==> src/design/cti_pkg.sv <==
// ----------------------------------------------------------------------------
// cti_pkg - transfer instruction unit shared definitions
// Beat payload types, register file state, opcode and access codes.
// ----------------------------------------------------------------------------
package cti_pkg;

   // access kinds carried on a result beat
   localparam logic [1:0] KIND_READ   = 2'd0;
   localparam logic [1:0] KIND_WRITE  = 2'd1;
   localparam logic [1:0] KIND_RETIRE = 2'd2;

   // outstanding read tracking
   localparam logic [1:0] STAGE_IDLE   = 2'd0;
   localparam logic [1:0] STAGE_FIRST  = 2'd1;
   localparam logic [1:0] STAGE_SECOND = 2'd2;

   localparam logic [15:0] HIGH_PAGE  = 16'hFF00;
   localparam logic [7:0]  FLAGS_MASK = 8'hF0;

   // register index taken from opcode fields; 6 selects memory at HL
   localparam logic [2:0] REG_IDX_B   = 3'd0;
   localparam logic [2:0] REG_IDX_C   = 3'd1;
   localparam logic [2:0] REG_IDX_D   = 3'd2;
   localparam logic [2:0] REG_IDX_E   = 3'd3;
   localparam logic [2:0] REG_IDX_H   = 3'd4;
   localparam logic [2:0] REG_IDX_L   = 3'd5;
   localparam logic [2:0] REG_IDX_MEM = 3'd6;
   localparam logic [2:0] REG_IDX_A   = 3'd7;

   // register pair index from opcode bits 5:4 for push and pop
   localparam logic [1:0] PAIR_BC = 2'd0;
   localparam logic [1:0] PAIR_DE = 2'd1;
   localparam logic [1:0] PAIR_HL = 2'd2;
   localparam logic [1:0] PAIR_AF = 2'd3;

   localparam logic [7:0] OP_HALT       = 8'h76;
   localparam logic [7:0] OP_LD_BC_D16  = 8'h01;
   localparam logic [7:0] OP_LD_DE_D16  = 8'h11;
   localparam logic [7:0] OP_LD_HL_D16  = 8'h21;
   localparam logic [7:0] OP_LD_SP_D16  = 8'h31;
   localparam logic [7:0] OP_LD_B_D8    = 8'h06;
   localparam logic [7:0] OP_LD_C_D8    = 8'h0E;
   localparam logic [7:0] OP_LD_D_D8    = 8'h16;
   localparam logic [7:0] OP_LD_E_D8    = 8'h1E;
   localparam logic [7:0] OP_LD_H_D8    = 8'h26;
   localparam logic [7:0] OP_LD_L_D8    = 8'h2E;
   localparam logic [7:0] OP_LD_A_D8    = 8'h3E;
   localparam logic [7:0] OP_LD_SP_HL   = 8'hF9;
   localparam logic [7:0] OP_LD_HL_SPR8 = 8'hF8;
   localparam logic [7:0] OP_LD_A_BC    = 8'h0A;
   localparam logic [7:0] OP_LD_A_DE    = 8'h1A;
   localparam logic [7:0] OP_LD_A_HLI   = 8'h2A;
   localparam logic [7:0] OP_LD_A_HLD   = 8'h3A;
   localparam logic [7:0] OP_LDH_A_C    = 8'hF2;
   localparam logic [7:0] OP_LDH_A_A8   = 8'hF0;
   localparam logic [7:0] OP_LD_A_A16   = 8'hFA;
   localparam logic [7:0] OP_POP_BC     = 8'hC1;
   localparam logic [7:0] OP_POP_DE     = 8'hD1;
   localparam logic [7:0] OP_POP_HL     = 8'hE1;
   localparam logic [7:0] OP_POP_AF     = 8'hF1;
   localparam logic [7:0] OP_LD_BC_A    = 8'h02;
   localparam logic [7:0] OP_LD_DE_A    = 8'h12;
   localparam logic [7:0] OP_LD_HLI_A   = 8'h22;
   localparam logic [7:0] OP_LD_HLD_A   = 8'h32;
   localparam logic [7:0] OP_LD_HL_D8   = 8'h36;
   localparam logic [7:0] OP_LDH_C_A    = 8'hE2;
   localparam logic [7:0] OP_LDH_A8_A   = 8'hE0;
   localparam logic [7:0] OP_LD_A16_A   = 8'hEA;
   localparam logic [7:0] OP_LD_A16_SP  = 8'h08;
   localparam logic [7:0] OP_PUSH_BC    = 8'hC5;
   localparam logic [7:0] OP_PUSH_DE    = 8'hD5;
   localparam logic [7:0] OP_PUSH_HL    = 8'hE5;
   localparam logic [7:0] OP_PUSH_AF    = 8'hF5;
   localparam logic [7:0] OP_POP_MASK   = 8'hCF;
   localparam logic [7:0] OP_POP_BASE   = 8'hC1;

   // response queue
   localparam int RSP_Q_DEPTH = 4;

   typedef struct packed {
      logic        is_reply;
      logic [7:0]  opcode;
      logic [15:0] immediate_value;
      logic [7:0]  reply_data;
   } req_type;

   typedef struct packed {
      logic [1:0]  access_kind;
      logic [15:0] mem_address;
      logic [7:0]  write_byte;
      logic [4:0]  cycle_count;
      logic        bad_opcode;
      logic [15:0] pair_af;
      logic [15:0] pair_bc;
      logic [15:0] pair_de;
      logic [15:0] pair_hl;
      logic [15:0] stack_pointer;
      logic        last;
   } rsp_type;

   typedef struct packed {
      logic [7:0]  a;
      logic [7:0]  f;
      logic [7:0]  b;
      logic [7:0]  c;
      logic [7:0]  d;
      logic [7:0]  e;
      logic [7:0]  h;
      logic [7:0]  l;
      logic [15:0] sp;
      logic [1:0]  pending_stage;
      logic [7:0]  pending_opcode;
      logic [7:0]  popped_low;
   } state_type;

   // execute result: beats to queue and the updated register file
   typedef struct packed {
      logic [1:0]       count;
      rsp_type [2:0]    rsp;
      state_type        next;
   } exec_out_type;

endpackage

==> src/design/cpu_transfer_instruction_unit.sv <==
// ----------------------------------------------------------------------------
// cpu_transfer_instruction_unit - 8-bit CPU transfer group executor
// Request register, single pass execute against the register file, and a
// four-beat response queue.
// ----------------------------------------------------------------------------
// A request beat is held in an input register and executed once the response
// queue has room for all the beats it causes; the register file updates in
// the same clock as the execute. Request beats can be taken every clock while
// the queue has room for the beats they cause. Each instruction gives one to
// three response beats (read request, writes, retire), and the response
// channel moves one beat per clock while rsp_ready is high, so the sustained
// rate is set by the response port. A memory read ends the beat with a read
// request; the instruction finishes on the following reply beat (two replies
// for a pop). Instruction beats that arrive while a read is outstanding, and
// replies with none outstanding, are consumed and give no response.
// ----------------------------------------------------------------------------
module cpu_transfer_instruction_unit (
   input  logic             clock,
   input  logic             reset,
   input  logic             req_valid,
   output logic             req_ready,
   input  cti_pkg::req_type req_data,
   output logic             rsp_valid,
   input  logic             rsp_ready,
   output cti_pkg::rsp_type rsp_data
);

   cti_pkg::req_type      req_item_ff;
   logic                  req_valid_ff;
   logic                  req_valid_in;
   cti_pkg::state_type    state_ff;
   cti_pkg::state_type    state_in;
   cti_pkg::exec_out_type exec_out;
   logic [2:0]            q_count;
   logic                  fire;
   logic                  req_take;
   logic [1:0]            push_cnt;

   cti_exec u_exec (
      .item      (req_item_ff),
      .cur_state (state_ff),
      .result    (exec_out)
   );

   // execute only when every beat of this instruction fits in the queue
   assign fire         = req_valid_ff &&
                         (({1'b0, q_count} + {2'b00, exec_out.count}) <=
                          4'(cti_pkg::RSP_Q_DEPTH));
   assign req_ready    = !req_valid_ff || fire;
   assign req_take     = req_valid && req_ready;
   assign req_valid_in = req_take || (req_valid_ff && !fire);
   assign state_in     = fire ? exec_out.next : state_ff;
   assign push_cnt     = fire ? exec_out.count : 2'd0;

   always_ff @(posedge clock) begin
      if (reset) begin
         req_valid_ff <= 1'b0;
         state_ff     <= '0;
      end else begin
         req_valid_ff <= req_valid_in;
         state_ff     <= state_in;
      end
   end

   always_ff @(posedge clock) begin
      if (req_take) begin
         req_item_ff <= req_data;
      end
   end

   cti_rsp_queue u_rsp_queue (
      .clock      (clock),
      .reset      (reset),
      .push_cnt   (push_cnt),
      .push_data  (exec_out.rsp),
      .pop        (rsp_valid && rsp_ready),
      .count      (q_count),
      .head_valid (rsp_valid),
      .head_data  (rsp_data)
   );

endmodule

==> src/design/cti_exec.sv <==
// ----------------------------------------------------------------------------
// cti_exec - transfer group execute logic
// Decodes one request beat against the register file and produces the
// updated state and up to three response beats, all in one pass.
// ----------------------------------------------------------------------------
module cti_exec (
   input  cti_pkg::req_type      item,
   input  cti_pkg::state_type    cur_state,
   output cti_pkg::exec_out_type result
);

   cti_pkg::state_type nxt;
   cti_pkg::rsp_type   ret_beat;
   logic               rd_req;
   logic [15:0]        rd_addr;
   logic [1:0]         acc_cnt;
   logic [15:0]        acc0_addr;
   logic [7:0]         acc0_data;
   logic [15:0]        acc1_addr;
   logic [7:0]         acc1_data;
   logic               do_ret;
   logic [4:0]         ret_cyc;
   logic               ret_bad;
   logic [15:0]        hl;
   logic [15:0]        bc;
   logic [15:0]        de;
   logic [7:0]         lo;
   logic [15:0]        sext;
   logic [15:0]        spr8;
   logic [15:0]        spr8_x;

   function automatic logic [7:0] get_reg(cti_pkg::state_type s, logic [2:0] idx);
      logic [7:0] v;
      case (idx)
         cti_pkg::REG_IDX_B: v = s.b;
         cti_pkg::REG_IDX_C: v = s.c;
         cti_pkg::REG_IDX_D: v = s.d;
         cti_pkg::REG_IDX_E: v = s.e;
         cti_pkg::REG_IDX_H: v = s.h;
         cti_pkg::REG_IDX_L: v = s.l;
         cti_pkg::REG_IDX_A: v = s.a;
         default:            v = 8'h00;
      endcase
      return v;
   endfunction

   function automatic cti_pkg::state_type put_reg(cti_pkg::state_type s, logic [2:0] idx,
                                                  logic [7:0] v);
      cti_pkg::state_type r;
      r = s;
      case (idx)
         cti_pkg::REG_IDX_B: r.b = v;
         cti_pkg::REG_IDX_C: r.c = v;
         cti_pkg::REG_IDX_D: r.d = v;
         cti_pkg::REG_IDX_E: r.e = v;
         cti_pkg::REG_IDX_H: r.h = v;
         cti_pkg::REG_IDX_L: r.l = v;
         cti_pkg::REG_IDX_A: r.a = v;
         default:            r = s;
      endcase
      return r;
   endfunction

   function automatic cti_pkg::rsp_type mk_access(logic [1:0] kind, logic [15:0] addr,
                                                  logic [7:0] data, logic fin);
      cti_pkg::rsp_type r;
      r             = '0;
      r.access_kind = kind;
      r.mem_address = addr;
      r.write_byte  = data;
      r.last        = fin;
      return r;
   endfunction

   assign hl     = {cur_state.h, cur_state.l};
   assign bc     = {cur_state.b, cur_state.c};
   assign de     = {cur_state.d, cur_state.e};
   assign lo     = item.immediate_value[7:0];
   assign sext   = {{8{lo[7]}}, lo};
   assign spr8   = cur_state.sp + sext;
   assign spr8_x = cur_state.sp ^ sext ^ spr8;

   always_comb begin
      nxt       = cur_state;
      rd_req    = 1'b0;
      rd_addr   = '0;
      acc_cnt   = 2'd0;
      acc0_addr = '0;
      acc0_data = '0;
      acc1_addr = '0;
      acc1_data = '0;
      do_ret    = 1'b0;
      ret_cyc   = 5'd0;
      ret_bad   = 1'b0;
      if (cur_state.pending_stage != cti_pkg::STAGE_IDLE) begin
         // instruction beats are dropped while a read is outstanding
         if (item.is_reply) begin
            if ((cur_state.pending_opcode & cti_pkg::OP_POP_MASK) == cti_pkg::OP_POP_BASE) begin
               nxt.sp = cur_state.sp + 16'd1;
               if (cur_state.pending_stage == cti_pkg::STAGE_FIRST) begin
                  nxt.popped_low    = item.reply_data;
                  nxt.pending_stage = cti_pkg::STAGE_SECOND;
                  rd_req            = 1'b1;
                  rd_addr           = nxt.sp;
               end else begin
                  case (cur_state.pending_opcode[5:4])
                     cti_pkg::PAIR_BC: begin
                        nxt.b = item.reply_data;
                        nxt.c = cur_state.popped_low;
                     end
                     cti_pkg::PAIR_DE: begin
                        nxt.d = item.reply_data;
                        nxt.e = cur_state.popped_low;
                     end
                     cti_pkg::PAIR_HL: begin
                        nxt.h = item.reply_data;
                        nxt.l = cur_state.popped_low;
                     end
                     default: begin
                        nxt.a = item.reply_data;
                        nxt.f = cur_state.popped_low & cti_pkg::FLAGS_MASK;
                     end
                  endcase
                  nxt.pending_stage = cti_pkg::STAGE_IDLE;
                  do_ret            = 1'b1;
                  ret_cyc           = 5'd12;
               end
            end else begin
               if (cur_state.pending_opcode[7:6] == 2'b01) begin
                  nxt = put_reg(cur_state, cur_state.pending_opcode[5:3], item.reply_data);
               end else begin
                  nxt.a = item.reply_data;
               end
               if (cur_state.pending_opcode == cti_pkg::OP_LD_A_HLI) begin
                  {nxt.h, nxt.l} = hl + 16'd1;
               end
               if (cur_state.pending_opcode == cti_pkg::OP_LD_A_HLD) begin
                  {nxt.h, nxt.l} = hl - 16'd1;
               end
               if (cur_state.pending_opcode == cti_pkg::OP_LDH_A_A8) begin
                  ret_cyc = 5'd12;
               end else if (cur_state.pending_opcode == cti_pkg::OP_LD_A_A16) begin
                  ret_cyc = 5'd16;
               end else begin
                  ret_cyc = 5'd8;
               end
               nxt.pending_stage = cti_pkg::STAGE_IDLE;
               do_ret            = 1'b1;
            end
         end
      end else if (!item.is_reply) begin
         if (item.opcode[7:6] == 2'b01 && item.opcode != cti_pkg::OP_HALT) begin
            if (item.opcode[2:0] == cti_pkg::REG_IDX_MEM) begin
               rd_req  = 1'b1;
               rd_addr = hl;
            end else if (item.opcode[5:3] == cti_pkg::REG_IDX_MEM) begin
               acc_cnt   = 2'd1;
               acc0_addr = hl;
               acc0_data = get_reg(cur_state, item.opcode[2:0]);
               do_ret    = 1'b1;
               ret_cyc   = 5'd8;
            end else begin
               nxt     = put_reg(cur_state, item.opcode[5:3],
                                 get_reg(cur_state, item.opcode[2:0]));
               do_ret  = 1'b1;
               ret_cyc = 5'd4;
            end
         end else begin
            unique case (item.opcode) inside
               cti_pkg::OP_LD_BC_D16: begin
                  {nxt.b, nxt.c} = item.immediate_value;
                  do_ret = 1'b1;
                  ret_cyc = 5'd12;
               end
               cti_pkg::OP_LD_DE_D16: begin
                  {nxt.d, nxt.e} = item.immediate_value;
                  do_ret = 1'b1;
                  ret_cyc = 5'd12;
               end
               cti_pkg::OP_LD_HL_D16: begin
                  {nxt.h, nxt.l} = item.immediate_value;
                  do_ret = 1'b1;
                  ret_cyc = 5'd12;
               end
               cti_pkg::OP_LD_SP_D16: begin
                  nxt.sp  = item.immediate_value;
                  do_ret  = 1'b1;
                  ret_cyc = 5'd12;
               end
               // destination index sits in bits 5:3 as for register moves
               cti_pkg::OP_LD_B_D8, cti_pkg::OP_LD_C_D8, cti_pkg::OP_LD_D_D8,
               cti_pkg::OP_LD_E_D8, cti_pkg::OP_LD_H_D8, cti_pkg::OP_LD_L_D8,
               cti_pkg::OP_LD_A_D8: begin
                  nxt     = put_reg(cur_state, item.opcode[5:3], lo);
                  do_ret  = 1'b1;
                  ret_cyc = 5'd8;
               end
               cti_pkg::OP_LD_SP_HL: begin
                  nxt.sp  = hl;
                  do_ret  = 1'b1;
                  ret_cyc = 5'd8;
               end
               cti_pkg::OP_LD_HL_SPR8: begin
                  nxt.f          = {2'b00, spr8_x[4], spr8_x[8], 4'b0000};
                  {nxt.h, nxt.l} = spr8;
                  do_ret         = 1'b1;
                  ret_cyc        = 5'd12;
               end
               cti_pkg::OP_LD_A_BC: begin
                  rd_req  = 1'b1;
                  rd_addr = bc;
               end
               cti_pkg::OP_LD_A_DE: begin
                  rd_req  = 1'b1;
                  rd_addr = de;
               end
               cti_pkg::OP_LD_A_HLI, cti_pkg::OP_LD_A_HLD: begin
                  rd_req  = 1'b1;
                  rd_addr = hl;
               end
               cti_pkg::OP_LDH_A_C: begin
                  rd_req  = 1'b1;
                  rd_addr = cti_pkg::HIGH_PAGE + {8'h00, cur_state.c};
               end
               cti_pkg::OP_LDH_A_A8: begin
                  rd_req  = 1'b1;
                  rd_addr = cti_pkg::HIGH_PAGE + {8'h00, lo};
               end
               cti_pkg::OP_LD_A_A16: begin
                  rd_req  = 1'b1;
                  rd_addr = item.immediate_value;
               end
               cti_pkg::OP_POP_BC, cti_pkg::OP_POP_DE, cti_pkg::OP_POP_HL,
               cti_pkg::OP_POP_AF: begin
                  rd_req  = 1'b1;
                  rd_addr = cur_state.sp;
               end
               cti_pkg::OP_LD_BC_A: begin
                  acc_cnt   = 2'd1;
                  acc0_addr = bc;
                  acc0_data = cur_state.a;
                  do_ret    = 1'b1;
                  ret_cyc   = 5'd8;
               end
               cti_pkg::OP_LD_DE_A: begin
                  acc_cnt   = 2'd1;
                  acc0_addr = de;
                  acc0_data = cur_state.a;
                  do_ret    = 1'b1;
                  ret_cyc   = 5'd8;
               end
               cti_pkg::OP_LD_HLI_A: begin
                  acc_cnt        = 2'd1;
                  acc0_addr      = hl;
                  acc0_data      = cur_state.a;
                  {nxt.h, nxt.l} = hl + 16'd1;
                  do_ret         = 1'b1;
                  ret_cyc        = 5'd8;
               end
               cti_pkg::OP_LD_HLD_A: begin
                  acc_cnt        = 2'd1;
                  acc0_addr      = hl;
                  acc0_data      = cur_state.a;
                  {nxt.h, nxt.l} = hl - 16'd1;
                  do_ret         = 1'b1;
                  ret_cyc        = 5'd8;
               end
               cti_pkg::OP_LD_HL_D8: begin
                  acc_cnt   = 2'd1;
                  acc0_addr = hl;
                  acc0_data = lo;
                  do_ret    = 1'b1;
                  ret_cyc   = 5'd12;
               end
               cti_pkg::OP_LDH_C_A: begin
                  acc_cnt   = 2'd1;
                  acc0_addr = cti_pkg::HIGH_PAGE + {8'h00, cur_state.c};
                  acc0_data = cur_state.a;
                  do_ret    = 1'b1;
                  ret_cyc   = 5'd8;
               end
               cti_pkg::OP_LDH_A8_A: begin
                  acc_cnt   = 2'd1;
                  acc0_addr = cti_pkg::HIGH_PAGE + {8'h00, lo};
                  acc0_data = cur_state.a;
                  do_ret    = 1'b1;
                  ret_cyc   = 5'd12;
               end
               cti_pkg::OP_LD_A16_A: begin
                  acc_cnt   = 2'd1;
                  acc0_addr = item.immediate_value;
                  acc0_data = cur_state.a;
                  do_ret    = 1'b1;
                  ret_cyc   = 5'd16;
               end
               cti_pkg::OP_LD_A16_SP: begin
                  acc_cnt   = 2'd2;
                  acc0_addr = item.immediate_value;
                  acc0_data = cur_state.sp[7:0];
                  acc1_addr = item.immediate_value + 16'd1;
                  acc1_data = cur_state.sp[15:8];
                  do_ret    = 1'b1;
                  ret_cyc   = 5'd20;
               end
               cti_pkg::OP_PUSH_BC, cti_pkg::OP_PUSH_DE, cti_pkg::OP_PUSH_HL,
               cti_pkg::OP_PUSH_AF: begin
                  acc_cnt   = 2'd2;
                  acc0_addr = cur_state.sp - 16'd1;
                  acc1_addr = cur_state.sp - 16'd2;
                  case (item.opcode[5:4])
                     cti_pkg::PAIR_BC: begin
                        acc0_data = cur_state.b;
                        acc1_data = cur_state.c;
                     end
                     cti_pkg::PAIR_DE: begin
                        acc0_data = cur_state.d;
                        acc1_data = cur_state.e;
                     end
                     cti_pkg::PAIR_HL: begin
                        acc0_data = cur_state.h;
                        acc1_data = cur_state.l;
                     end
                     default: begin
                        acc0_data = cur_state.a;
                        acc1_data = cur_state.f & cti_pkg::FLAGS_MASK;
                     end
                  endcase
                  nxt.sp  = cur_state.sp - 16'd2;
                  do_ret  = 1'b1;
                  ret_cyc = 5'd16;
               end
               default: begin
                  do_ret  = 1'b1;
                  ret_bad = 1'b1;
               end
            endcase
         end
         if (rd_req) begin
            nxt.pending_stage  = cti_pkg::STAGE_FIRST;
            nxt.pending_opcode = item.opcode;
         end
      end
   end

   // retire beat reports the register file as left by this instruction
   always_comb begin
      ret_beat               = '0;
      ret_beat.access_kind   = cti_pkg::KIND_RETIRE;
      ret_beat.cycle_count   = ret_cyc;
      ret_beat.bad_opcode    = ret_bad;
      ret_beat.pair_af       = {nxt.a, nxt.f & cti_pkg::FLAGS_MASK};
      ret_beat.pair_bc       = {nxt.b, nxt.c};
      ret_beat.pair_de       = {nxt.d, nxt.e};
      ret_beat.pair_hl       = {nxt.h, nxt.l};
      ret_beat.stack_pointer = nxt.sp;
      ret_beat.last          = 1'b1;
   end

   always_comb begin
      result.next  = nxt;
      result.rsp   = '0;
      result.count = 2'd0;
      if (rd_req) begin
         result.rsp[0] = mk_access(cti_pkg::KIND_READ, rd_addr, 8'h00, 1'b1);
         result.count  = 2'd1;
      end else if (do_ret) begin
         case (acc_cnt)
            2'd0: begin
               result.rsp[0] = ret_beat;
               result.count  = 2'd1;
            end
            2'd1: begin
               result.rsp[0] = mk_access(cti_pkg::KIND_WRITE, acc0_addr, acc0_data, 1'b0);
               result.rsp[1] = ret_beat;
               result.count  = 2'd2;
            end
            default: begin
               result.rsp[0] = mk_access(cti_pkg::KIND_WRITE, acc0_addr, acc0_data, 1'b0);
               result.rsp[1] = mk_access(cti_pkg::KIND_WRITE, acc1_addr, acc1_data, 1'b0);
               result.rsp[2] = ret_beat;
               result.count  = 2'd3;
            end
         endcase
      end
   end

endmodule

==> src/design/cti_rsp_queue.sv <==
// ----------------------------------------------------------------------------
// cti_rsp_queue - response beat queue
// Takes up to three beats per cycle from execute and hands them out one a
// cycle on the response channel, as the consumer pops them.
// ----------------------------------------------------------------------------
module cti_rsp_queue (
   input  logic                  clock,
   input  logic                  reset,
   input  logic [1:0]            push_cnt,
   input  cti_pkg::rsp_type [2:0] push_data,
   input  logic                  pop,
   output logic [2:0]            count,
   output logic                  head_valid,
   output cti_pkg::rsp_type      head_data
);

   cti_pkg::rsp_type entry_ff [cti_pkg::RSP_Q_DEPTH];
   logic [1:0]       wr_ptr_ff;
   logic [1:0]       wr_ptr_in;
   logic [1:0]       rd_ptr_ff;
   logic [1:0]       rd_ptr_in;
   logic [2:0]       count_ff;
   logic [2:0]       count_in;

   assign wr_ptr_in = wr_ptr_ff + push_cnt;
   assign rd_ptr_in = rd_ptr_ff + {1'b0, pop};
   assign count_in  = count_ff + {1'b0, push_cnt} - {2'b00, pop};

   always_ff @(posedge clock) begin
      if (reset) begin
         wr_ptr_ff <= '0;
         rd_ptr_ff <= '0;
         count_ff  <= '0;
      end else begin
         wr_ptr_ff <= wr_ptr_in;
         rd_ptr_ff <= rd_ptr_in;
         count_ff  <= count_in;
      end
   end

   always_ff @(posedge clock) begin
      for (int i = 0; i < 3; i++) begin
         if (2'(i) < push_cnt) begin
            entry_ff[wr_ptr_ff + 2'(i)] <= push_data[i];
         end
      end
   end

   assign count      = count_ff;
   assign head_valid = (count_ff != 3'd0);
   assign head_data  = entry_ff[rd_ptr_ff];

endmodule

==> config.mk <==
export PLATFORM = sky130hd
export DESIGN_NAME = cpu_transfer_instruction_unit
export DESIGN_NICKNAME = d
export VERILOG_FILES = /design/src/design/cti_pkg.sv /design/src/design/cpu_transfer_instruction_unit.sv /design/src/design/cti_exec.sv /design/src/design/cti_rsp_queue.sv
export SDC_FILE = /design/constraint.sdc
export NUM_CORES = 2
export LEC_CHECK = 0
export ABC_AREA = 1
export BUFFER_PORTS_ARGS = -buffer_cell sky130_fd_sc_hd__buf_2
export CORE_UTILIZATION = 40
export DETAILED_ROUTE_END_ITERATION = 8
export PLACE_DENSITY = 0.65
export SYNTH_ARGS = -nofsm -noshare
export SYNTH_HDL_FRONTEND = slang
export SYNTH_SLANG_ARGS = --single-unit
==> constraint.sdc <==
create_clock -name clock -period 8.3 [get_ports clock]
set_input_delay 1.245 -clock clock [delete_from_list [all_inputs] [get_ports clock]]
set_output_delay 1.245 -clock clock [all_outputs]
set_load 0.02 [all_outputs]
### Word level (Yosys, flattened, before mapping)

Memories as Yosys holds them, arrays and structs flattened. A register that Yosys moved wholly into a read port is not among the register bits.
Cells that the tools add are included.

| storage, ports and cells | value |
|---|---|
| RAM bits | 452 |
| word-level logic and storage cells | 289 |
| memories | 1 |
| output and inout port bits | 115 |
| input port bits | 37 |
| flip-flop bits (word level) | 135 |

| cells by class | value |
|---|---|
| muxes and demuxes | 134 |
| bitwise operators | 4 |
| $lt $le $gt $ge | 4 |
| eq/ne operators | 73 |
| reduce and logical (&&, ||, !) cells | 37 |
| add/sub/neg operators | 16 |

Memory list:

| name | depth | width | rd ports | clocked after Yosys merged registers in | wr ports | line | source |
|---|---|---|---|---|---|---|---|
| u_rsp_queue.entry_ff | 4 | 113 | 1 | 1 | 3 | cti_rsp_queue.sv:17 | `cti_pkg::rsp_type entry_ff [cti_pkg::RSP_Q_DEPTH];` |

Operators with widths:

| kind | number |
|---|---|
| two-way mux 98 bit | 6 |
| two-way mux 341 bit | 1 |
| two-way mux 113 bit | 3 |
| two-way mux 16 bit | 21 |
| two-way mux 8 bit | 35 |
| two-way mux 226 bit | 1 |
| one-hot mux 113 bit (2 select lines) | 1 |
| one-hot mux 16 bit (7 select lines) | 2 |
| two-way mux 82 bit | 2 |
| == test 8 bit (second input constant) | 18 |
| == test 8 x 6 -> 1 bit (second input constant) | 12 |
| one-hot mux 16 bit (2 select lines) | 3 |
| one-hot mux 16 bit (5 select lines) | 1 |
| two-way mux 64 bit | 1 |
| one-hot mux 8 bit (7 select lines) | 1 |
| adder 16 x 1 -> 16 bit (second input constant) | 3 |
| one-hot mux 16 bit (3 select lines) | 1 |
| one-hot mux 8 bit (3 select lines) | 2 |
| == test 8 x 5 -> 1 bit (second input constant) | 5 |
| OR reduction 37 bit | 1 |
| two-way mux 5 bit | 7 |
| == test 3 bit (second input constant) | 11 |
| one-hot mux 8 bit (4 select lines) | 1 |
| subtractor 16 x 1 -> 16 bit (second input constant) | 2 |
| 51 further kinds | 127 |

### Longest topological paths before layout

| logic depth | value |
|---|---|
| word-level depth | 19 |
| mapped depth | 31 |
| mapped depth without buffers | 29 |

### Hierarchy

Synthesis repeated with hierarchy kept, for this count alone.

| second synthesis, totals | value |
|---|---|
| cell total of the unflattened synthesis | 7978 |
| area, all modules | 49777.7 um^2 |

By module, submodules not included:

| module | area an instance (um^2) | cells each | times used |
|---|---|---|---|
| cti_rsp_queue | 29911.2 | 4137 | 1 |
| cti_exec | 13678.1 | 2943 | 1 |
| cpu_transfer_instruction_unit | 6188.4 | 898 | 1 |

### Least setup slack after synthesis

No wires, ideal clock.

| timing path | value |
|---|---|
| path kind | flip-flop to flip-flop |
| start | register req_item_ff[27] (netlist name) |
| end | memory u_rsp_queue.entry_ff[0][100] (netlist name) |
| cell stages (with the launch flop) | 30 |
| data arrival time | 5.845 ns |
| required time | 8.188 ns |
| buffers on the path | 2 |
| library setup time | 0.112 ns |
| setup slack | 2.343 ns |
| cells stage by stage | edfxtp_1 -> buf_2 -> inv_4 -> nand2_2 -> nor2_1 -> nand2_1 -> nand2_1 -> nor2_1 -> nand2_2 -> nand2_1 -> nand2_1 -> nand2_1 -> nand2_1 -> nand2_1 -> ha_1 -> fa_1 -> or2_2 -> a21oi_1 -> nand2_1 -> inv_2 -> nand2_4 -> inv_4 -> nand2_1 -> nor2_2 -> nor2_1 -> nand2_1 -> inv_2 -> buf_4 -> nand2_1 -> nand2_1 |

RTL lines:

| element | line | source |
|---|---|---|
| start, declared | cpu_transfer_instruction_unit.sv:28 | `cti_pkg::req_type req_item_ff;` |
| start signal, assigned | cpu_transfer_instruction_unit.sv:67 | `req_item_ff <= req_data;` |
| end, declared | cti_rsp_queue.sv:17 |  |

==> out/metrics.cfg <==
[outcome]
status = completed

[power_and_ir_drop]
pwr_density_cell_mw_per_mm2 = 285
p_leak_nw = 16.8
ir_drop_mv = 0.249

[worst_setup_path]
cp_num_buf_inv = 6
endpoint_kind = flop
crit_required_ns = 8.81
max_stage_delay_ns = 0.81
critPathMaxFanout = 37
crit_arrival_ns = 7.51
rrSetupSlack_ns = 1.30
critPathSlowestCell = nand2_1
cp_top_family = simple AND/OR/NAND/NOR gates
critPathMostFrequentCell = nand2_1
critPathKind = flop to flop
critPathLaunchType = flop

[timing]
finalCritPeriodShare = 0.844
hold_viol = 0
slew_viol_final = 0
finalCriticalPeriod_ns = 7.00
fmax_ghz = 0.143
slew_headroom = 0.0544
clock_skew_ns = 0.0379
whs_ns = 0.444
grt_setup_unrepaired = no
worst_pin_slew_ns = 1.41
setup_tns_ns = 0
setup_viol = 0
layout_setup_ws_ns = 1.30

[synthesis]
ys_ff_latch = 563
synth_edf_count = 361
synth-seq-area-share = 0.401
synth_top_family_by_area = simple AND/OR/NAND/NOR gates
ys_async_sr_fraction = 0
synth_top_flop_cell = edfxtp_1
synth_cells = 5354
synthMuxAreaShare = 0.00135
synth_compound_area_frac = 0.226
synth-simple-area-share = 0.262
syn_area_per_cell_um2 = 6.93
syn_area_mm2 = 0.0371
yosys_warnings = 0
synthXorXnorAreaFrac = 0.00850
synthAdderAreaFrac = 0.0121
synth_cell_types = 56

[detailed_routing]
wl_per_cell_um = 29.0
viasPerCell = 6.23
ant_nets = 0
via_count = 41400
dr.pass1.iters = 8
first_iter_violations = 6403
drt-total-wl_um = 193000
drc = 0

[global_route]
antenna_found_initial = 2
gr-usage-all-layers = 0.398
grt_pass1_vias = 36900
gr-total-overflow = 0
grt_start_max_net_pins = 177
grt_pass1_wl_um = 270000

[clock_tree]
clk_pin_slew_worst_paths_ns = 0.06
cts_buffers = 66
clk_latency_ns = 0.67
clockBufferDepth = 3
cts_setup_buffers = 0
post_cts_resized = 0
cts_sinks = 563
hold_buffers = 0
cts_tree = done
clock-root-buffer = clkbuf_16
htreeDepth = 3

[placement]
place_congestion = 1.07
io_buffers = 145
dp_cells = 6516
dp_hpwl_um = 140000
pre_cts_ws_ns = 1.51

[min_path]
holdCritPathClass = flop to flop

[finish]
final.fill_count = 9450
layout.nets = 5412
layout_commonest_cell = nand2_1
final_cell_mix = nand2_1 (1391), o21ai_0 (705), nor2_1 (535), inv_1 (456), edfxtp_1 (361)
drive_above_1_share = 0.0846
area_growth_pct = 10.7
fin_cells = 6638

[floorplan]
fp.dieH_um = 307
die_area_mm2 = 0.0939
die_width_um = 307
core_area_mm2 = 0.0918
row_count = 111
start_util = 0.404
pin_count = 152

[job]
cap_viol_max_count = 0

-- per-layer routing --
layer / track usage / part of all wire / up-vias
met5: 0 / 0 / -
met4: 0.192 / 0.055 / 0
met3: 0.101 / 0.13 / 516
met2: 0.572 / 0.41 / 2915
met1: 0.554 / 0.41 / 19800
li1: - / - / 18200
-- tightest hold or removal path, cell delays in order, from the launching register on --
cell and delay, ns:
dfxtp_1 0.31, nand2_1 0.06, nand2_1 0.04
-- final cells by class --
class	instances	area, um^2	area share
Tap cell	1243	1560	0.0379
Antenna cell	2	5.00	0.000122
Sequential cell	563	14900	0.363
Clock inverter	41	353	0.00859
Timing Repair Buffer	259	1640	0.0400
Inverter	491	1860	0.0453
Clock buffer	79	1790	0.0437
Multi-Input combinational cell	3960	19000	0.462
-- worst paths after layout --
path,start,to,cells past startpoint
min,u_rsp_queue.entry_ff[0][90]$_SDFFE_PP0P_,u_rsp_queue.entry_ff[0][90]$_SDFFE_PP0P_,2
max,req_item_ff[28]$_DFFE_PP_,u_rsp_queue.entry_ff[0][2]$_DFFE_PP_,29
max reg2reg,req_item_ff[28]$_DFFE_PP_,u_rsp_queue.entry_ff[0][2]$_DFFE_PP_,29
min reg2reg,u_rsp_queue.entry_ff[0][90]$_SDFFE_PP0P_,u_rsp_queue.entry_ff[0][90]$_SDFFE_PP0P_,2
-- per-stage QoR --
stage               cell area (um^2)   util  total power [mW]
global placement               38900  0.424              8.57
detailed placement             38900  0.424              8.59
floorplan                      37100      -              6.59
CTS                            41100  0.447              11.5
global route                   41100  0.447              12.1
finish                         41100  0.447              11.7
-- power breakdown --
part | internal [mW] | switching, mW
Clock | 1.65 | 1.30
Combinational | 1.22 | 3.73
Sequential | 3.41 | 0.384
Total | 6.27 | 5.42
-- registers in the layout, summed over array words and instances (netlist names) --
name / cells
req_valid_ff: 1
req_item_ff: 33
u_rsp_queue.count: 3
u_rsp_queue.entry_ff: 428
state_ff: 94
u_rsp_queue.rd_ptr_ff: 2
u_rsp_queue.wr_ptr_ff: 2
-- kinds of logic (layout without fill, tap and decap cells) --
kind of cell	count (synthesis)	in the layout
AOI/OAI and AO/OA	1498	1498
DFF	563	563
buffers and inverters	836	870
xor gates and xnor gates	36	36
and+or+nand+nor	2381	2381
adders and majority gates	34	34
other	1	8
muxes	5	5
-- cell usage after synthesis (17+ instances only) --
| cell type | instances | share of area |
|---|---|---|
| nand2_1 | 1393 | 0.14 |
| o21ai_0 | 705 | 0.095 |
| nor2_1 | 537 | 0.054 |
| inv_1 | 461 | 0.047 |
| edfxtp_1 | 361 | 0.29 |
| a21oi_1 | 302 | 0.041 |
| nand3_1 | 294 | 0.040 |
| clkbuf_1 | 246 | 0.025 |
| o22ai_1 | 223 | 0.038 |
| dfxtp_1 | 202 | 0.11 |
| o211ai_1 | 118 | 0.024 |
| buf_2 | 57 | 0.0077 |
| nand4_1 | 54 | 0.0091 |
| o21ai_1 | 51 | 0.0069 |
| nor3_1 | 40 | 0.0054 |
| xor2_1 | 33 | 0.0078 |
| ha_1 | 31 | 0.010 |
| o221ai_1 | 26 | 0.0061 |
| buf_1 | 22 | 0.0022 |
| inv_2 | 21 | 0.0021 |
| buf_4 | 18 | 0.0036 |
| nand2_2 | 17 | 0.0029 |
No activity file was read; power rests on OpenSTA's default activity.
